$ cat config.mk
export PLATFORM = sky130hd
export DESIGN_NAME = i2c_eeprom_transfer_sequencer_core
export DESIGN_NICKNAME = d
export VERILOG_FILES = /design/src/hdl/i2cees_pkg.sv /design/src/hdl/i2cees_regs.sv /design/src/hdl/i2cees_seq.sv /design/src/hdl/i2cees_outq.sv /design/src/hdl/i2c_eeprom_transfer_sequencer_core.sv
export SDC_FILE = /design/constraint.sdc
export NUM_CORES = 1
export LEC_CHECK = 0
export BUFFER_PORTS_ARGS = -buffer_cell sky130_fd_sc_hd__buf_2
export CORE_AREA = 2 2 223 225
export CTS_BUF_LIST = sky130_fd_sc_hd__clkbuf_4 sky130_fd_sc_hd__clkbuf_8
export CTS_CLUSTER_DIAMETER = 120
export DETAILED_ROUTE_END_ITERATION = 16
export DIE_AREA = 0 0 225 227
export HOLD_SLACK_MARGIN = 0.15
export MAX_ROUTING_LAYER = met4
export SLEW_MARGIN = 15
export SYNTH_ARGS = -nofsm -noshare
export SYNTH_HDL_FRONTEND = slang
export SYNTH_SLANG_ARGS = --single-unit
$ cat constraint.sdc
create_clock -name clk_i -period 10.2 [get_ports clk_i]
set_input_delay 0 -clock clk_i [delete_from_list [all_inputs] [get_ports clk_i]]
set_output_delay 0 -clock clk_i [all_outputs]
set_load 0.01 [all_outputs]
$ cat src/hdl/i2cees_pkg.sv
// ----------------------------------------------------------------------------
// i2cees_pkg
// Shared types, codes and helpers of the I2C EEPROM transfer sequencer.
// ----------------------------------------------------------------------------
package i2cees_pkg;

  localparam int unsigned PAGE_BYTES = 8;
  localparam int unsigned PAGE_BITS  = $clog2(PAGE_BYTES);
  localparam int unsigned MAX_RES    = 3;
  localparam int unsigned Q_DEPTH    = 8;
  localparam int unsigned Q_PTR_W    = $clog2(Q_DEPTH);
  localparam int unsigned Q_CNT_W    = Q_PTR_W + 1;

  typedef enum logic [1:0] {
    ACT_READ  = 2'd0,
    ACT_WRITE = 2'd1,
    ACT_DATA  = 2'd2,
    ACT_REPLY = 2'd3
  } act_e;

  typedef enum logic [2:0] {
    OP_NONE   = 3'd0,
    OP_START  = 3'd1,
    OP_STOP   = 3'd2,
    OP_SEND   = 3'd3,
    OP_RDACK  = 3'd4,
    OP_RDNACK = 3'd5
  } op_e;

  typedef enum logic [8:0] {
    ST_IDLE   = 9'b000000001,
    ST_R_DEVW = 9'b000000010,
    ST_R_ADDR = 9'b000000100,
    ST_R_DEVR = 9'b000001000,
    ST_R_DATA = 9'b000010000,
    ST_W_POLL = 9'b000100000,
    ST_W_ADDR = 9'b001000000,
    ST_W_NEED = 9'b010000000,
    ST_W_DATA = 9'b100000000
  } st_e;

  typedef enum logic {
    REG_DEVICE_BASE = 1'b0,
    REG_POLL_LIMIT  = 1'b1
  } reg_e;

  localparam logic [7:0] DEVICE_BASE_RST = 8'd160;
  localparam logic [7:0] POLL_LIMIT_RST  = 8'd100;

  typedef struct packed {
    op_e        bus_op;
    logic [7:0] bus_byte;
    logic       data_valid;
    logic [7:0] read_data;
    logic       need_data;
    logic       done_res;
    logic       success;
    logic       last;
  } res_t;

  function automatic res_t mk_res(op_e op, logic [7:0] b, logic dv, logic [7:0] rd,
                                  logic need, logic done, logic ok);
    res_t r;
    r.bus_op     = op;
    r.bus_byte   = b;
    r.data_valid = dv;
    r.read_data  = rd;
    r.need_data  = need;
    r.done_res   = done;
    r.success    = ok;
    r.last       = 1'b0;
    return r;
  endfunction

  // device byte: base | page bits << 1 | direction
  function automatic logic [7:0] dev_byte(logic [7:0] base, logic [10:0] addr, logic rw);
    return base | {4'b0000, addr[10:8], 1'b0} | {7'b0000000, rw};
  endfunction

endpackage

$ cat src/hdl/i2cees_regs.sv
// ----------------------------------------------------------------------------
// i2cees_regs
// APB configuration registers: device base byte and ack-poll limit.
// ----------------------------------------------------------------------------
module i2cees_regs (
  input  logic        clk_i,
  input  logic        rst_ni,
  input  logic        psel,
  input  logic        penable,
  input  logic        pwrite,
  input  logic [2:0]  paddr,
  input  logic [31:0] pwdata,
  output logic [31:0] prdata,
  output logic [7:0]  device_base_o,
  output logic [7:0]  poll_limit_o
);

  logic       wr_en;
  logic [7:0] device_base_q;
  logic [7:0] poll_limit_q;

  assign wr_en = psel && penable && pwrite;

  always_ff @(posedge clk_i or negedge rst_ni) begin
    if (!rst_ni) begin
      device_base_q <= i2cees_pkg::DEVICE_BASE_RST;
      poll_limit_q  <= i2cees_pkg::POLL_LIMIT_RST;
    end else if (wr_en) begin
      case (i2cees_pkg::reg_e'(paddr[2]))
        i2cees_pkg::REG_DEVICE_BASE: device_base_q <= pwdata[7:0];
        i2cees_pkg::REG_POLL_LIMIT:  poll_limit_q  <= pwdata[7:0];
        default: ;
      endcase
    end
  end

  always_comb begin
    case (i2cees_pkg::reg_e'(paddr[2]))
      i2cees_pkg::REG_DEVICE_BASE: prdata = {24'd0, device_base_q};
      i2cees_pkg::REG_POLL_LIMIT:  prdata = {24'd0, poll_limit_q};
      default:                     prdata = '0;
    endcase
  end

  assign device_base_o = device_base_q;
  assign poll_limit_o  = poll_limit_q;

endmodule

$ cat src/hdl/i2cees_seq.sv
// ----------------------------------------------------------------------------
// i2cees_seq
// Transfer state machine: one accepted word updates state and yields up to
// three bus results.
// ----------------------------------------------------------------------------
module i2cees_seq #(
  parameter int unsigned ADDR_BITS = 11
) (
  input  logic                    clk_i,
  input  logic                    rst_ni,
  input  logic                    accept_i,
  input  logic [1:0]              action_i,
  input  logic [10:0]             start_address_i,
  input  logic [11:0]             length_i,
  input  logic [7:0]              write_data_i,
  input  logic                    ack_ok_i,
  input  logic [7:0]              read_byte_i,
  input  logic [7:0]              device_base_i,
  input  logic [7:0]              poll_limit_i,
  output i2cees_pkg::res_t        res_o [i2cees_pkg::MAX_RES],
  output logic [1:0]              res_cnt_o
);

  i2cees_pkg::st_e        st_q, st_d;
  logic [ADDR_BITS-1:0]   addr_q, addr_d, addr_inc, addr_new;
  logic [11:0]            left_q, left_d, left_dec;
  logic [7:0]             poll_q, poll_d, lim;
  i2cees_pkg::res_t       res [i2cees_pkg::MAX_RES];
  logic [1:0]             cnt, last_idx;

  assign addr_inc = addr_q + 1'b1;
  assign addr_new = start_address_i[ADDR_BITS-1:0];
  assign left_dec = left_q - 12'd1;
  assign lim      = (poll_limit_i == 8'd0) ? 8'd1 : poll_limit_i;
  assign last_idx = cnt - 2'd1;

  always_comb begin
    st_d   = st_q;
    addr_d = addr_q;
    left_d = left_q;
    poll_d = poll_q;
    cnt    = 2'd0;
    for (int k = 0; k < i2cees_pkg::MAX_RES; k++) begin
      res[k] = '0;
    end
    if (accept_i) begin
      case (i2cees_pkg::act_e'(action_i))
        i2cees_pkg::ACT_READ, i2cees_pkg::ACT_WRITE: begin
          if (st_q == i2cees_pkg::ST_IDLE) begin
            addr_d = addr_new;
            left_d = length_i;
            poll_d = 8'd0;
            if (length_i == 12'd0) begin
              res[0] = i2cees_pkg::mk_res(i2cees_pkg::OP_STOP, 8'd0, 1'b0, 8'd0,
                                          1'b0, 1'b1, 1'b1);
              cnt    = 2'd1;
            end else if (i2cees_pkg::act_e'(action_i) == i2cees_pkg::ACT_READ) begin
              st_d   = i2cees_pkg::ST_R_DEVW;
              res[0] = i2cees_pkg::mk_res(i2cees_pkg::OP_START, 8'd0, 1'b0, 8'd0,
                                          1'b0, 1'b0, 1'b0);
              res[1] = i2cees_pkg::mk_res(i2cees_pkg::OP_SEND,
                         i2cees_pkg::dev_byte(device_base_i, 11'(addr_new), 1'b0),
                         1'b0, 8'd0, 1'b0, 1'b0, 1'b0);
              cnt    = 2'd2;
            end else begin
              st_d   = i2cees_pkg::ST_W_POLL;
              poll_d = 8'd1;
              res[0] = i2cees_pkg::mk_res(i2cees_pkg::OP_STOP, 8'd0, 1'b0, 8'd0,
                                          1'b0, 1'b0, 1'b0);
              res[1] = i2cees_pkg::mk_res(i2cees_pkg::OP_START, 8'd0, 1'b0, 8'd0,
                                          1'b0, 1'b0, 1'b0);
              res[2] = i2cees_pkg::mk_res(i2cees_pkg::OP_SEND,
                         i2cees_pkg::dev_byte(device_base_i, 11'(addr_new), 1'b0),
                         1'b0, 8'd0, 1'b0, 1'b0, 1'b0);
              cnt    = 2'd3;
            end
          end
        end
        i2cees_pkg::ACT_DATA: begin
          if (st_q == i2cees_pkg::ST_W_NEED) begin
            st_d   = i2cees_pkg::ST_W_DATA;
            res[0] = i2cees_pkg::mk_res(i2cees_pkg::OP_SEND, write_data_i, 1'b0, 8'd0,
                                        1'b0, 1'b0, 1'b0);
            cnt    = 2'd1;
          end
        end
        default: begin
          case (st_q)
            i2cees_pkg::ST_R_DEVW, i2cees_pkg::ST_R_ADDR, i2cees_pkg::ST_R_DEVR,
            i2cees_pkg::ST_W_ADDR, i2cees_pkg::ST_W_DATA: begin
              if (!ack_ok_i) begin
                st_d   = i2cees_pkg::ST_IDLE;
                res[0] = i2cees_pkg::mk_res(i2cees_pkg::OP_STOP, 8'd0, 1'b0, 8'd0,
                                            1'b0, 1'b1, 1'b0);
                cnt    = 2'd1;
              end else if (st_q == i2cees_pkg::ST_R_DEVW) begin
                st_d   = i2cees_pkg::ST_R_ADDR;
                res[0] = i2cees_pkg::mk_res(i2cees_pkg::OP_SEND, addr_q[7:0], 1'b0, 8'd0,
                                            1'b0, 1'b0, 1'b0);
                cnt    = 2'd1;
              end else if (st_q == i2cees_pkg::ST_R_ADDR) begin
                st_d   = i2cees_pkg::ST_R_DEVR;
                res[0] = i2cees_pkg::mk_res(i2cees_pkg::OP_START, 8'd0, 1'b0, 8'd0,
                                            1'b0, 1'b0, 1'b0);
                res[1] = i2cees_pkg::mk_res(i2cees_pkg::OP_SEND,
                           i2cees_pkg::dev_byte(device_base_i, 11'(addr_q), 1'b1),
                           1'b0, 8'd0, 1'b0, 1'b0, 1'b0);
                cnt    = 2'd2;
              end else if (st_q == i2cees_pkg::ST_R_DEVR) begin
                st_d   = i2cees_pkg::ST_R_DATA;
                res[0] = i2cees_pkg::mk_res((left_q > 12'd1) ? i2cees_pkg::OP_RDACK
                                                             : i2cees_pkg::OP_RDNACK,
                                            8'd0, 1'b0, 8'd0, 1'b0, 1'b0, 1'b0);
                cnt    = 2'd1;
              end else if (st_q == i2cees_pkg::ST_W_ADDR) begin
                st_d   = i2cees_pkg::ST_W_NEED;
                res[0] = i2cees_pkg::mk_res(i2cees_pkg::OP_NONE, 8'd0, 1'b0, 8'd0,
                                            1'b1, 1'b0, 1'b0);
                cnt    = 2'd1;
              end else begin
                addr_d = addr_inc;
                left_d = left_dec;
                cnt    = 2'd1;
                if (left_dec == 12'd0) begin
                  st_d   = i2cees_pkg::ST_IDLE;
                  res[0] = i2cees_pkg::mk_res(i2cees_pkg::OP_STOP, 8'd0, 1'b0, 8'd0,
                                              1'b0, 1'b1, 1'b1);
                end else if (addr_inc[i2cees_pkg::PAGE_BITS-1:0] == '0) begin
                  st_d   = i2cees_pkg::ST_W_POLL;
                  poll_d = 8'd1;
                  res[0] = i2cees_pkg::mk_res(i2cees_pkg::OP_STOP, 8'd0, 1'b0, 8'd0,
                                              1'b0, 1'b0, 1'b0);
                  res[1] = i2cees_pkg::mk_res(i2cees_pkg::OP_START, 8'd0, 1'b0, 8'd0,
                                              1'b0, 1'b0, 1'b0);
                  res[2] = i2cees_pkg::mk_res(i2cees_pkg::OP_SEND,
                             i2cees_pkg::dev_byte(device_base_i, 11'(addr_inc), 1'b0),
                             1'b0, 8'd0, 1'b0, 1'b0, 1'b0);
                  cnt    = 2'd3;
                end else begin
                  st_d   = i2cees_pkg::ST_W_NEED;
                  res[0] = i2cees_pkg::mk_res(i2cees_pkg::OP_NONE, 8'd0, 1'b0, 8'd0,
                                              1'b1, 1'b0, 1'b0);
                end
              end
            end
            i2cees_pkg::ST_R_DATA: begin
              addr_d = addr_inc;
              left_d = left_dec;
              cnt    = 2'd1;
              if (left_dec == 12'd0) begin
                st_d   = i2cees_pkg::ST_IDLE;
                res[0] = i2cees_pkg::mk_res(i2cees_pkg::OP_STOP, 8'd0, 1'b1, read_byte_i,
                                            1'b0, 1'b1, 1'b1);
              end else begin
                res[0] = i2cees_pkg::mk_res((left_dec > 12'd1) ? i2cees_pkg::OP_RDACK
                                                               : i2cees_pkg::OP_RDNACK,
                                            8'd0, 1'b1, read_byte_i, 1'b0, 1'b0, 1'b0);
              end
            end
            i2cees_pkg::ST_W_POLL: begin
              if (ack_ok_i) begin
                st_d   = i2cees_pkg::ST_W_ADDR;
                res[0] = i2cees_pkg::mk_res(i2cees_pkg::OP_SEND, addr_q[7:0], 1'b0, 8'd0,
                                            1'b0, 1'b0, 1'b0);
                cnt    = 2'd1;
              end else if (poll_q >= lim) begin
                st_d   = i2cees_pkg::ST_IDLE;
                res[0] = i2cees_pkg::mk_res(i2cees_pkg::OP_STOP, 8'd0, 1'b0, 8'd0,
                                            1'b0, 1'b1, 1'b0);
                cnt    = 2'd1;
              end else begin
                poll_d = poll_q + 8'd1;
                res[0] = i2cees_pkg::mk_res(i2cees_pkg::OP_START, 8'd0, 1'b0, 8'd0,
                                            1'b0, 1'b0, 1'b0);
                res[1] = i2cees_pkg::mk_res(i2cees_pkg::OP_SEND,
                           i2cees_pkg::dev_byte(device_base_i, 11'(addr_q), 1'b0),
                           1'b0, 8'd0, 1'b0, 1'b0, 1'b0);
                cnt    = 2'd2;
              end
            end
            default: ;
          endcase
        end
      endcase
    end
    if (cnt != 2'd0) begin
      res[last_idx].last = 1'b1;
    end
  end

  always_ff @(posedge clk_i or negedge rst_ni) begin
    if (!rst_ni) begin
      st_q   <= i2cees_pkg::ST_IDLE;
      addr_q <= '0;
      left_q <= '0;
      poll_q <= '0;
    end else begin
      st_q   <= st_d;
      addr_q <= addr_d;
      left_q <= left_d;
      poll_q <= poll_d;
    end
  end

  assign res_o     = res;
  assign res_cnt_o = cnt;

endmodule

$ cat src/hdl/i2cees_outq.sv
// ----------------------------------------------------------------------------
// i2cees_outq
// Result queue: takes up to three words per cycle, hands out one per cycle.
// ----------------------------------------------------------------------------
module i2cees_outq (
  input  logic                    clk_i,
  input  logic                    rst_ni,
  input  i2cees_pkg::res_t        push_res_i [i2cees_pkg::MAX_RES],
  input  logic [1:0]              push_cnt_i,
  output logic                    room_o,
  output logic                    out_valid_o,
  input  logic                    out_ready_i,
  output i2cees_pkg::res_t        out_res_o
);

  localparam int unsigned PW = i2cees_pkg::Q_PTR_W;
  localparam int unsigned CW = i2cees_pkg::Q_CNT_W;

  i2cees_pkg::res_t mem_q [i2cees_pkg::Q_DEPTH];
  logic [PW-1:0]    wr_ptr_q, wr_ptr_d, rd_ptr_q, rd_ptr_d;
  logic [CW-1:0]    cnt_q, cnt_d;
  logic             pop;

  assign pop         = out_valid_o && out_ready_i;
  assign out_valid_o = (cnt_q != '0);
  assign out_res_o   = mem_q[rd_ptr_q];
  assign room_o      = (cnt_q <= CW'(i2cees_pkg::Q_DEPTH - i2cees_pkg::MAX_RES));

  assign wr_ptr_d = wr_ptr_q + PW'(push_cnt_i);
  assign rd_ptr_d = rd_ptr_q + PW'(pop);
  assign cnt_d    = cnt_q + CW'(push_cnt_i) - CW'(pop);

  always_ff @(posedge clk_i) begin
    for (int k = 0; k < i2cees_pkg::MAX_RES; k++) begin
      if (k < int'(push_cnt_i)) begin
        mem_q[wr_ptr_q + PW'(k)] <= push_res_i[k];
      end
    end
  end

  always_ff @(posedge clk_i or negedge rst_ni) begin
    if (!rst_ni) begin
      wr_ptr_q <= '0;
      rd_ptr_q <= '0;
      cnt_q    <= '0;
    end else begin
      wr_ptr_q <= wr_ptr_d;
      rd_ptr_q <= rd_ptr_d;
      cnt_q    <= cnt_d;
    end
  end

endmodule

$ cat src/hdl/i2c_eeprom_transfer_sequencer_core.sv
// Into an empty queue, an item's first result word is offered the cycle after intake.
// Throughput: one item per cycle while the result queue has room for three words;
// results leave one word per cycle with out_ready_i high, pacing multi-word items.
// Reset: asynchronous, active low; sequencer idle, queue empty, registers at defaults.
// ----------------------------------------------------------------------------
// i2c_eeprom_transfer_sequencer_core
// I2C master-side random-read / page-write sequencer for 24xx serial EEPROMs.
// ----------------------------------------------------------------------------
module i2c_eeprom_transfer_sequencer_core #(
  parameter int unsigned ADDR_BITS = 11
) (
  input  logic        clk_i,
  input  logic        rst_ni,
  input  logic        psel,
  input  logic        penable,
  input  logic        pwrite,
  input  logic [2:0]  paddr,
  input  logic [31:0] pwdata,
  output logic [31:0] prdata,
  output logic        pready,
  input  logic        in_valid_i,
  output logic        in_ready_o,
  input  logic [1:0]  action_i,
  input  logic [10:0] start_address_i,
  input  logic [11:0] length_i,
  input  logic [7:0]  write_data_i,
  input  logic        ack_ok_i,
  input  logic [7:0]  read_byte_i,
  output logic        out_valid_o,
  input  logic        out_ready_i,
  output logic [2:0]  bus_op_o,
  output logic [7:0]  bus_byte_o,
  output logic        data_valid_o,
  output logic [7:0]  read_data_o,
  output logic        need_data_o,
  output logic        done_res_o,
  output logic        success_o,
  output logic        last_o
);

  logic             accept;
  logic [7:0]       device_base;
  logic [7:0]       poll_limit;
  i2cees_pkg::res_t res [i2cees_pkg::MAX_RES];
  logic [1:0]       res_cnt;
  logic             room;
  i2cees_pkg::res_t out_res;

  assign pready     = 1'b1;
  assign in_ready_o = room;
  assign accept     = in_valid_i && room;

  i2cees_regs u_regs (
    .clk_i         (clk_i),
    .rst_ni        (rst_ni),
    .psel          (psel),
    .penable       (penable),
    .pwrite        (pwrite),
    .paddr         (paddr),
    .pwdata        (pwdata),
    .prdata        (prdata),
    .device_base_o (device_base),
    .poll_limit_o  (poll_limit)
  );

  i2cees_seq #(
    .ADDR_BITS (ADDR_BITS)
  ) u_seq (
    .clk_i           (clk_i),
    .rst_ni          (rst_ni),
    .accept_i        (accept),
    .action_i        (action_i),
    .start_address_i (start_address_i),
    .length_i        (length_i),
    .write_data_i    (write_data_i),
    .ack_ok_i        (ack_ok_i),
    .read_byte_i     (read_byte_i),
    .device_base_i   (device_base),
    .poll_limit_i    (poll_limit),
    .res_o           (res),
    .res_cnt_o       (res_cnt)
  );

  i2cees_outq u_outq (
    .clk_i       (clk_i),
    .rst_ni      (rst_ni),
    .push_res_i  (res),
    .push_cnt_i  (res_cnt),
    .room_o      (room),
    .out_valid_o (out_valid_o),
    .out_ready_i (out_ready_i),
    .out_res_o   (out_res)
  );

  assign bus_op_o     = out_res.bus_op;
  assign bus_byte_o   = out_res.bus_byte;
  assign data_valid_o = out_res.data_valid;
  assign read_data_o  = out_res.read_data;
  assign need_data_o  = out_res.need_data;
  assign done_res_o   = out_res.done_res;
  assign success_o    = out_res.success;
  assign last_o       = out_res.last;

endmodule

; ---- Word level (Yosys, flattened, before mapping)
; Memory sizes are Yosys's and may differ from the RTL's.
; Index checks and enable logic that the tools add are counted.
[totals]
word_cells = 189
mem_bits_rw = 192
ff_bits = 66
memories = 1
[classes]
n_lt_le_gt_ge = 9
muxes = 107
n_reduce_logical = 22
bitwise = 6
addsub = 10
eq_ne = 25
[mem_list]
columns = name, words, word_bits, rd, rd_ports_with_merged_regs, write_ports, line
row1 = u_outq.mem_q, 8, 24, 1, 0, 3, i2cees_outq.sv:19  ; i2cees_pkg::res_t mem_q [i2cees_pkg::Q_DEPTH];
[ops]
columns = cell, n
row1 = 48-bit two-way mux, 7
row2 = 24-bit two-way mux, 10
row3 = 72-bit two-way mux, 3
row4 = 23-bit two-way mux, 6
row5 = 9-bit two-way mux, 12
row6 = 8-bit two-way mux, 13
row7 = 24-bit one-hot mux with 2 select lines, 2
row8 = 48-bit one-hot mux with 2 select lines, 1
row9 = 72-bit bitwise mux, 1
row10 = 12-bit two-way mux, 6
row11 = 24-bit one-hot mux with 3 select lines, 1
row12 = 11-bit two-way mux, 6
row13 = 32-bit one-hot mux with 2 select lines, 1
row14 = 24-bit demux with 2-bit select, 1
row15 = 12-bit one-hot mux with 2 select lines, 2
row16 = 47-bit two-way mux, 1
row17 = 46-bit two-way mux, 1
row18 = 11-bit one-hot mux with 2 select lines, 2
row19 = 8-bit one-hot mux with 2 select lines, 2
row20 = 9-bit one-hot mux with 3 select lines, 1
row21 = 12-bit by 1-bit greater-than comparator with 1-bit output (second input constant), 2
row22 = 12-bit zero test, 2
row23 = 2-bit two-way mux, 12
row24 = 8-bit by 4-bit bitwise OR with 8-bit output, 3
row25 = other kinds (55), 81

; ---- Longest topological paths before layout
; Gate-level depths: netlist of the first run.
[logic_depth]
word_depth = 20
ltp_mapped = 15

; ---- By module
; From an unflattened synthesis of the first run, not the netlist that was laid out.
[unflattened]
cells_unflattened = 2075
hier_area_um2 = 18764.2
[modules_own_cells]
columns = mod, area_each_um2, n_inst, cells_each
row1 = i2cees_outq, 13596.8, 1, 1426
row2 = i2cees_seq, 4232.8, 1, 578
row3 = i2cees_regs, 917.1, 1, 68
row4 = i2c_eeprom_transfer_sequencer_core, 17.5, 1, 3

; ---- Least setup slack after synthesis of the first run
; Ideal clock, no wire load.
[synth_timing]
path_kind = reg-to-reg
start = register u_regs.poll_limit_q[5] (netlist: u_regs.poll_limit_o[5])
end = memory u_outq.mem_q[0][0] (netlist bit), enable pin
path_buffers = 0
arrival_ps = 4102
required_time_ps = 9762
period_less_slack_ps = 4540
path_stages_with_launch = 13
path_slack_ps = 5660
cell_sequence = dfstp_2 > nor4_1 > a41o_1 > ha_1 > nand2b_1 > a31oi_1 > o311ai_1 > o221ai_2 > a31o_2 > nand2_1 > inv_2 > nor2_1 > o21ai_0
[synth_lines]
columns = item, line
row1 = from (decl), i2cees_regs.sv:20  ; logic [7:0] poll_limit_q;
row2 = from (signal assigned), i2cees_regs.sv:27  ; poll_limit_q <= i2cees_pkg::POLL_LIMIT_RST;
row3 = from (signal assigned), i2cees_regs.sv:31  ; i2cees_pkg::REG_POLL_LIMIT: poll_limit_q <= pwdata[7:0];
row4 = to (decl), i2cees_outq.sv:19

==> flow_metrics.tcl, run 1 <==
set metrics [dict create \
    crit_type "in -> reg" \
    wl_mm 42.5 \
    critPathRequiredTime_ps 10390 \
    ys.flop_type "edfxtp_1" \
    cts_setup_buffers 0 \
    clockRootBuffer "clkbuf_8" \
    syn_area_um2 14500 \
    timing.final.ws_setup_ps 5550 \
    pre_cts_ws_ps 5590 \
    tns_ps 0 \
    fin_worst_skew_ps 16.7 \
    critPathCaptureType "flop" \
    setup_viol 0 \
    crit_path_end "u_outq.mem_q[6][7]$_SDFFCE_PP0P_" \
    r2r-end "u_outq.mem_q[4][14]$_DFFE_PP_" \
    num_vias 11000 \
    drive_gt1_share_pct 23.5 \
    fmax_ghz 0.215 \
    ys_warn_count 0 \
    antenna_found_initial 0 \
    p_total_uw 3610 \
    dp_hpwl_mm 27.4 \
    hold_viol 0 \
    async_flop_share_pct 25.6 \
    first_global_vias 11100 \
    period_needed_ps 4650 \
    die_area_um2 51100 \
    worst_pin_slew_ps 1070 \
    io_buffers 91 \
    antenna_left 0 \
    cts_tree "done" \
    num_rows 81 \
    dieHeight_um 227 \
    globalplace.congestion 0.901 \
    clk_latency_ps 570 \
    wl_per_cell_um 20.9 \
    cts_buffer_depth 3 \
    status "finished clean" \
    syn_avg_cell_area_um2 11.8 \
    p_per_area_nw_per_um2 213 \
    fin_crit_sh_pct 45.6 \
    syn2layout_area_growth_pct 17.6 \
    first_pass_iters 5 \
    grt_max_degree 74 \
    crit_path_max_incr_delay_ps 880 \
    clkSinkCount 258 \
    grt_usage_pct 17.2 \
    ir_drop_uv 111 \
    io_pins 143 \
    gr-total-overflow 0 \
    n_fill_cell 4790 \
    rsz0062_at_grt "false" \
    final_max_slew_viol_count 0 \
    reg2reg_from "u_outq.cnt_q[3]$_DFF_PN0_" \
    synthCells 1226 \
    grt_first_pass_wirelength_mm 65.4 \
    ys_seq_elements 258 \
    synth-edff-count 192 \
    layout_common_cells "192 x edfxtp_1, 93 x o21ai_0, 91 x buf_2" \
    yosysSeqAreaShare_pct 51.4 \
    slowest_stage "nor3_2" \
    clkSlewWorstSetupHoldPaths_ps 70 \
    arrival_ps 4840 \
    maxCapViolations 0 \
    cts_buffers 42 \
    viasPerCell 5.39 \
    startpoint_type "input port" \
    finalNetCount 1487 \
    path_cells "dlygate4sd3_1 > buf_2 > buf_4 > inv_1 > nor2_1 > nand2_1 > nor3_1 > a31oi_4 > nor3_2 > a21oi_1 > nand2_2" \
    dr.first_iter.drc_count 991 \
    reg2reg_depth 9 \
    core_region_area_um2 48500 \
    crit_start "action_i[1]" \
    die_w_um 225 \
    layout_commonest_cell "edfxtp_1" \
    rrSetupSlack_ps 5680 \
    cts_max_level 2 \
    max-slew-margin-rel_pct 28.9 \
    hold_path.class "in -> async" \
    p_leak_uw 0.00675 \
    route.detailed.drc 0 \
    initial_core_util_pct 29.8 \
    path_max_fanout 44 \
    synthDistinctLibCells 89 \
]
[what timing repair did]
item                       4_1_cts  5_1_grt
setup endpoints to repair        0        0
hold endpoints to repair       207        0
hold buffers                    69        0
resized for setup                0        0
[metrics by stage]
| step | hold WS [ps] | utilization (%) | cells | cell area (um2) |
|---|---|---|---|---|
| 6_report | 162 | 35.0 | 2031 | 17000 |
| 2_1_floorplan | -296 | - | 1249 | 14500 |
| 3_5_place_dp | 256 | 31.9 | 1884 | 15500 |
| 3_3_place_gp | 249 | 31.9 | 1884 | 15500 |
| 5_1_grt | 204 | 35.0 | 2030 | 17000 |
| 4_1_cts | 152 | 35.0 | 2030 | 17000 |
[power by group]
group	internal, uW	switching, uW	total (uW)	leakage (uW)
logic	562	735	1300	0.00358
clock network	484	432	916	0.000439
registers	1250	153	1400	0.00273
total	2290	1320	3610	0.00675
[layout make-up]
class | count | area, um2 | area share, %
clock inverter | 17 | 114 | 0.670
antenna | 1 | 2.50 | 0.0147
tap | 622 | 778 | 4.58
inverter | 32 | 120 | 0.707
clock buffer | 60 | 719 | 4.23
sequential | 258 | 7430 | 43.7
multi-input combinational | 863 | 6550 | 38.5
timing repair buffer | 178 | 1280 | 7.54
[sequential cells by signal (all words and copies together), names as in the netlist]
signal                flops
u_seq.poll_q              8
u_regs.poll_limit_o       8
u_seq.addr_q             11
u_seq.st_q                9
u_outq.wr_ptr_q           3
u_outq.mem_q            192
u_outq.cnt_q              4
u_seq.left_q             12
u_regs.device_base_o      8
u_outq.rd_ptr_q           3
[cell families (layout without fill, tap and decap cells)]
group                      after synthesis  in the layout  synth area share [%]
and+or+nand+nor                        359            359                  13.7
AOI/OAI and AO/OA                      308            308                  13.9
muxes                                  127            127                  13.4
DFF                                    258            258                  51.4
other                                    2             26                0.0520
xor gates and xnor gates                16             16                 0.970
buffers and inverters                  128            287                  4.10
adders and majority gates               28             28                  2.53
[critical path, delay by kind of cell]
family	cells	cell delay [ps]
AO/OA/AOI/OAI	2	410
buffers and inverters	4	1520
AND/OR/NAND/NOR	5	2860
[metal layers]
| layer | GRT usage (%) | up-vias | wire [um] |
|---|---|---|---|
| met5 | - | - | 0 |
| met3 | 3.67 | 79 | 3240 |
| met4 | 4.57 | 0 | 971 |
| li1 | - | 4998 | - |
| met1 | 22.2 | 5454 | 18200 |
| met2 | 27.4 | 422 | 20100 |
[synth_stat cells (all sizes together), types with 7 or more instances]
cell type,instances,area share (%)
mux2,53,4.1
buf,43,1.9
and2,11,0.48
o22ai,8,0.35
mux2i,26,1.8
clkbuf,53,1.4
o21ai,104,3.6
nand2b,11,0.48
a31oi,20,1.0
o211ai,9,0.56
nand4,11,0.52
nor2b,7,0.30
nand4b,7,0.47
and3,77,3.3
a21oi,73,2.7
nor2,86,2.3
inv,32,0.83
edfxtp,192,40
a21o,13,0.68
a2111oi,8,0.49
nand3,29,1.2
o221ai,23,1.4
ha,26,2.3
nor4,10,0.64
mux4,48,7.5
xor2,10,0.61
nor3,18,0.96
dfrtp,60,10
nand2,67,1.7
[worst min-delay path by stage]
stage,startpoint,end,cells past startpoint
6_report,rst_ni,u_seq.addr_q[4]$_DFFE_PN0P_,3
5_1_grt,write_data_i[3],u_outq.mem_q[0][16]$_DFFE_PP_,4
4_1_cts,psel,u_regs.poll_limit_o[2]$_DFFE_PN1P_,3
3_5_place_dp,pwdata[4],u_regs.poll_limit_o[4]$_DFFE_PN0P_,2
3_3_place_gp,pwdata[5],u_regs.device_base_o[5]$_DFFE_PN1P_,2
2_1_floorplan,rst_ni,u_outq.cnt_q[0]$_DFF_PN0_,0
Note: power is estimated with default switching activity, not from simulation.
==> run 2, diff against run 1 <==
Clock period 10.2 ns to 3.9 ns, I/O delays scaled along.
==> flow_metrics.tcl, run 2 (synthesized netlist as in run 1, its figures left out) <==
set metrics [dict create \
    status "finished clean" \
    cts_buffers 45 \
    grt_first_pass_wirelength_mm 64.9 \
    first_pass_iters 5 \
    setup_viol 0 \
    rrSetupSlack_ps 240 \
    die_w_um 225 \
    die_area_um2 51100 \
    p_int_uw 6100 \
    ir_drop_uv 282 \
    p_sw_uw 3530 \
    pwr-share-seq_pct 39.3 \
    reg2reg_depth 11 \
    top_register "u_outq.mem_q" \
    drive_gt1_share_pct 26.6 \
    finalNetCount 1522 \
    reg2reg_from "u_regs.poll_limit_o[6]$_DFFE_PN1P_" \
    r2r-end "u_outq.mem_q[5][9]$_SDFFCE_PP0P_" \
    io_buffers 91 \
    clkSinkCount 258 \
    io_pins 143 \
    path_max_fanout 15 \
    wl_per_cell_um 20.8 \
    cts_max_level 2 \
    antenna_cells 0 \
    p_sw_share_pct 36.6 \
    slowest_stage "a21oi_2" \
    num_rows 81 \
    arrival_ps 3950 \
    cts_buffer_depth 3 \
    dp.cells 1924 \
    grt_max_degree 66 \
    fin_crit_sh_pct 93.9 \
    globalplace.congestion 0.916 \
    stdcell_area_um2 17300 \
    reg.largest.list "u_outq.mem_q: 192 flops, u_seq.left_q: 12 flops, u_seq.addr_q: 11 flops" \
    clkSlewWorstSetupHoldPaths_ps 60 \
    cp_num_buf_inv 1 \
    largest_reg_flops 192 \
    startpoint_type "flop" \
    syn2layout_area_growth_pct 20.0 \
    gr-total-overflow 0 \
    path_cells "nor4_1 > a41o_1 > ha_1 > nand2b_1 > a31oi_1 > o311ai_2 > o21ai_2 > a21boi_1 > o21ai_0 > a21oi_2 > buf_12" \
    max-slew-margin-rel_pct 39.9 \
    dpl_cell_area_um2 15800 \
    p_per_area_nw_per_um2 555 \
    clockRootBuffer "clkbuf_8" \
    layout_commonest_cell "edfxtp_1" \
    crit_type "reg -> reg" \
    hold_viol 0 \
    cts_tree "done" \
    wl_mm 43.1 \
    tns_ps 0 \
    viasPerCell 5.33 \
    initial_core_util_pct 29.8 \
    dieHeight_um 227 \
    dr.first_iter.drc_count 942 \
    p_leak_uw 0.00697 \
    critPathRequiredTime_ps 4180 \
    n_fill_cell 4778 \
    grt_usage_pct 17.1 \
    rsz0062_at_grt "false" \
    dp_hpwl_mm 28.9 \
    route.detailed.drc 0 \
    fmax_ghz 0.273 \
    first_global_vias 10800 \
    combPwrFrac_pct 34.7 \
    fin_cells 2067 \
    period_needed_ps 3660 \
    antenna_found_initial 0 \
    antenna_left 0 \
    p_total_uw 9630 \
    worst_pin_slew_ps 895 \
    final_max_slew_viol_count 0 \
    p_clk_share_pct 25.9 \
    fin_worst_skew_ps 28.3 \
    core_region_area_um2 48500 \
    layout_common_cells "192 x edfxtp_1, 93 x o21ai_0, 91 x buf_2" \
    cp_top_family "compound AO/OA/AOI/OAI gates" \
    critPathCaptureType "flop" \
    num_vias 11000 \
    hold_path.class "in -> async" \
    maxCapViolations 0 \
    clk_latency_ps 590 \
    crit_path_max_incr_delay_ps 690 \
]
[run 2: worst max-delay path by stage]
stage	start	cells past startpoint	end	slack, ps
after floorplan	u_regs.poll_limit_o[5]$_DFFE_PN1P_	12	u_outq.mem_q[1][0]$_DFFE_PP_	3
after global placement	u_regs.poll_limit_o[4]$_DFFE_PN0P_	13	u_outq.mem_q[7][4]$_SDFFCE_PP0P_	240
after detailed placement	u_regs.poll_limit_o[6]$_DFFE_PN1P_	11	u_outq.mem_q[4][14]$_DFFE_PP_	90
after CTS	u_regs.poll_limit_o[6]$_DFFE_PN1P_	11	u_outq.mem_q[4][14]$_DFFE_PP_	40
after global routing	u_regs.poll_limit_o[4]$_DFFE_PN0P_	12	u_outq.mem_q[5][10]$_SDFFCE_PP0P_	110
final	u_regs.poll_limit_o[6]$_DFFE_PN1P_	11	u_outq.mem_q[5][9]$_SDFFCE_PP0P_	240
[run 2: metal layers]
metal / track usage [%] / up-vias / wire length (um)
met4: 4.64 / 0 / 934
li1: - / 5094 / -
met1: 22.7 / 5432 / 18900
met2: 27.0 / 419 / 20200
met5: - / - / 0
met3: 3.24 / 72 / 3070
[run 2: final cells by class]
class	count	area, um2	area share (%)
Tap cell	622	778	4.49
Inverter	32	120	0.693
Timing Repair Buffer	210	1560	8.99
Multi-Input combinational cell	863	6560	37.8
Clock buffer	68	811	4.67
Sequential cell	258	7430	42.8
Clock inverter	14	81.3	0.469
[run 2: through the flow]
step / utilization (%) / hold slack [ps] / setup slack, ps
2_1_floorplan: - / -296 / 2.51
3_3_place_gp: 32.6 / 209 / 243
3_5_place_dp: 32.6 / 215 / 86.4
6_report: 35.7 / 153 / 236
5_1_grt: 35.7 / 155 / 106
4_1_cts: 35.7 / 153 / 41.8
[run 2: timing repair]
action,4_1_cts,5_1_grt
gates resized for setup,0,1
endpoints found under the hold margin,191,0
setup endpoints to repair,0,30
buffers inserted,0,1
hold buffers,60,0
[run 2: power groups by stage]
stage / Combinational, uW / Clock (uW) / Sequential, uW
global placement: 3260 / 0 / 3830
CTS: 3370 / 2550 / 3790
finish: 3340 / 2500 / 3780
floorplan: 2450 / 0 / 3510
global route: 3660 / 2670 / 3830
detailed placement: 3290 / 0 / 3840
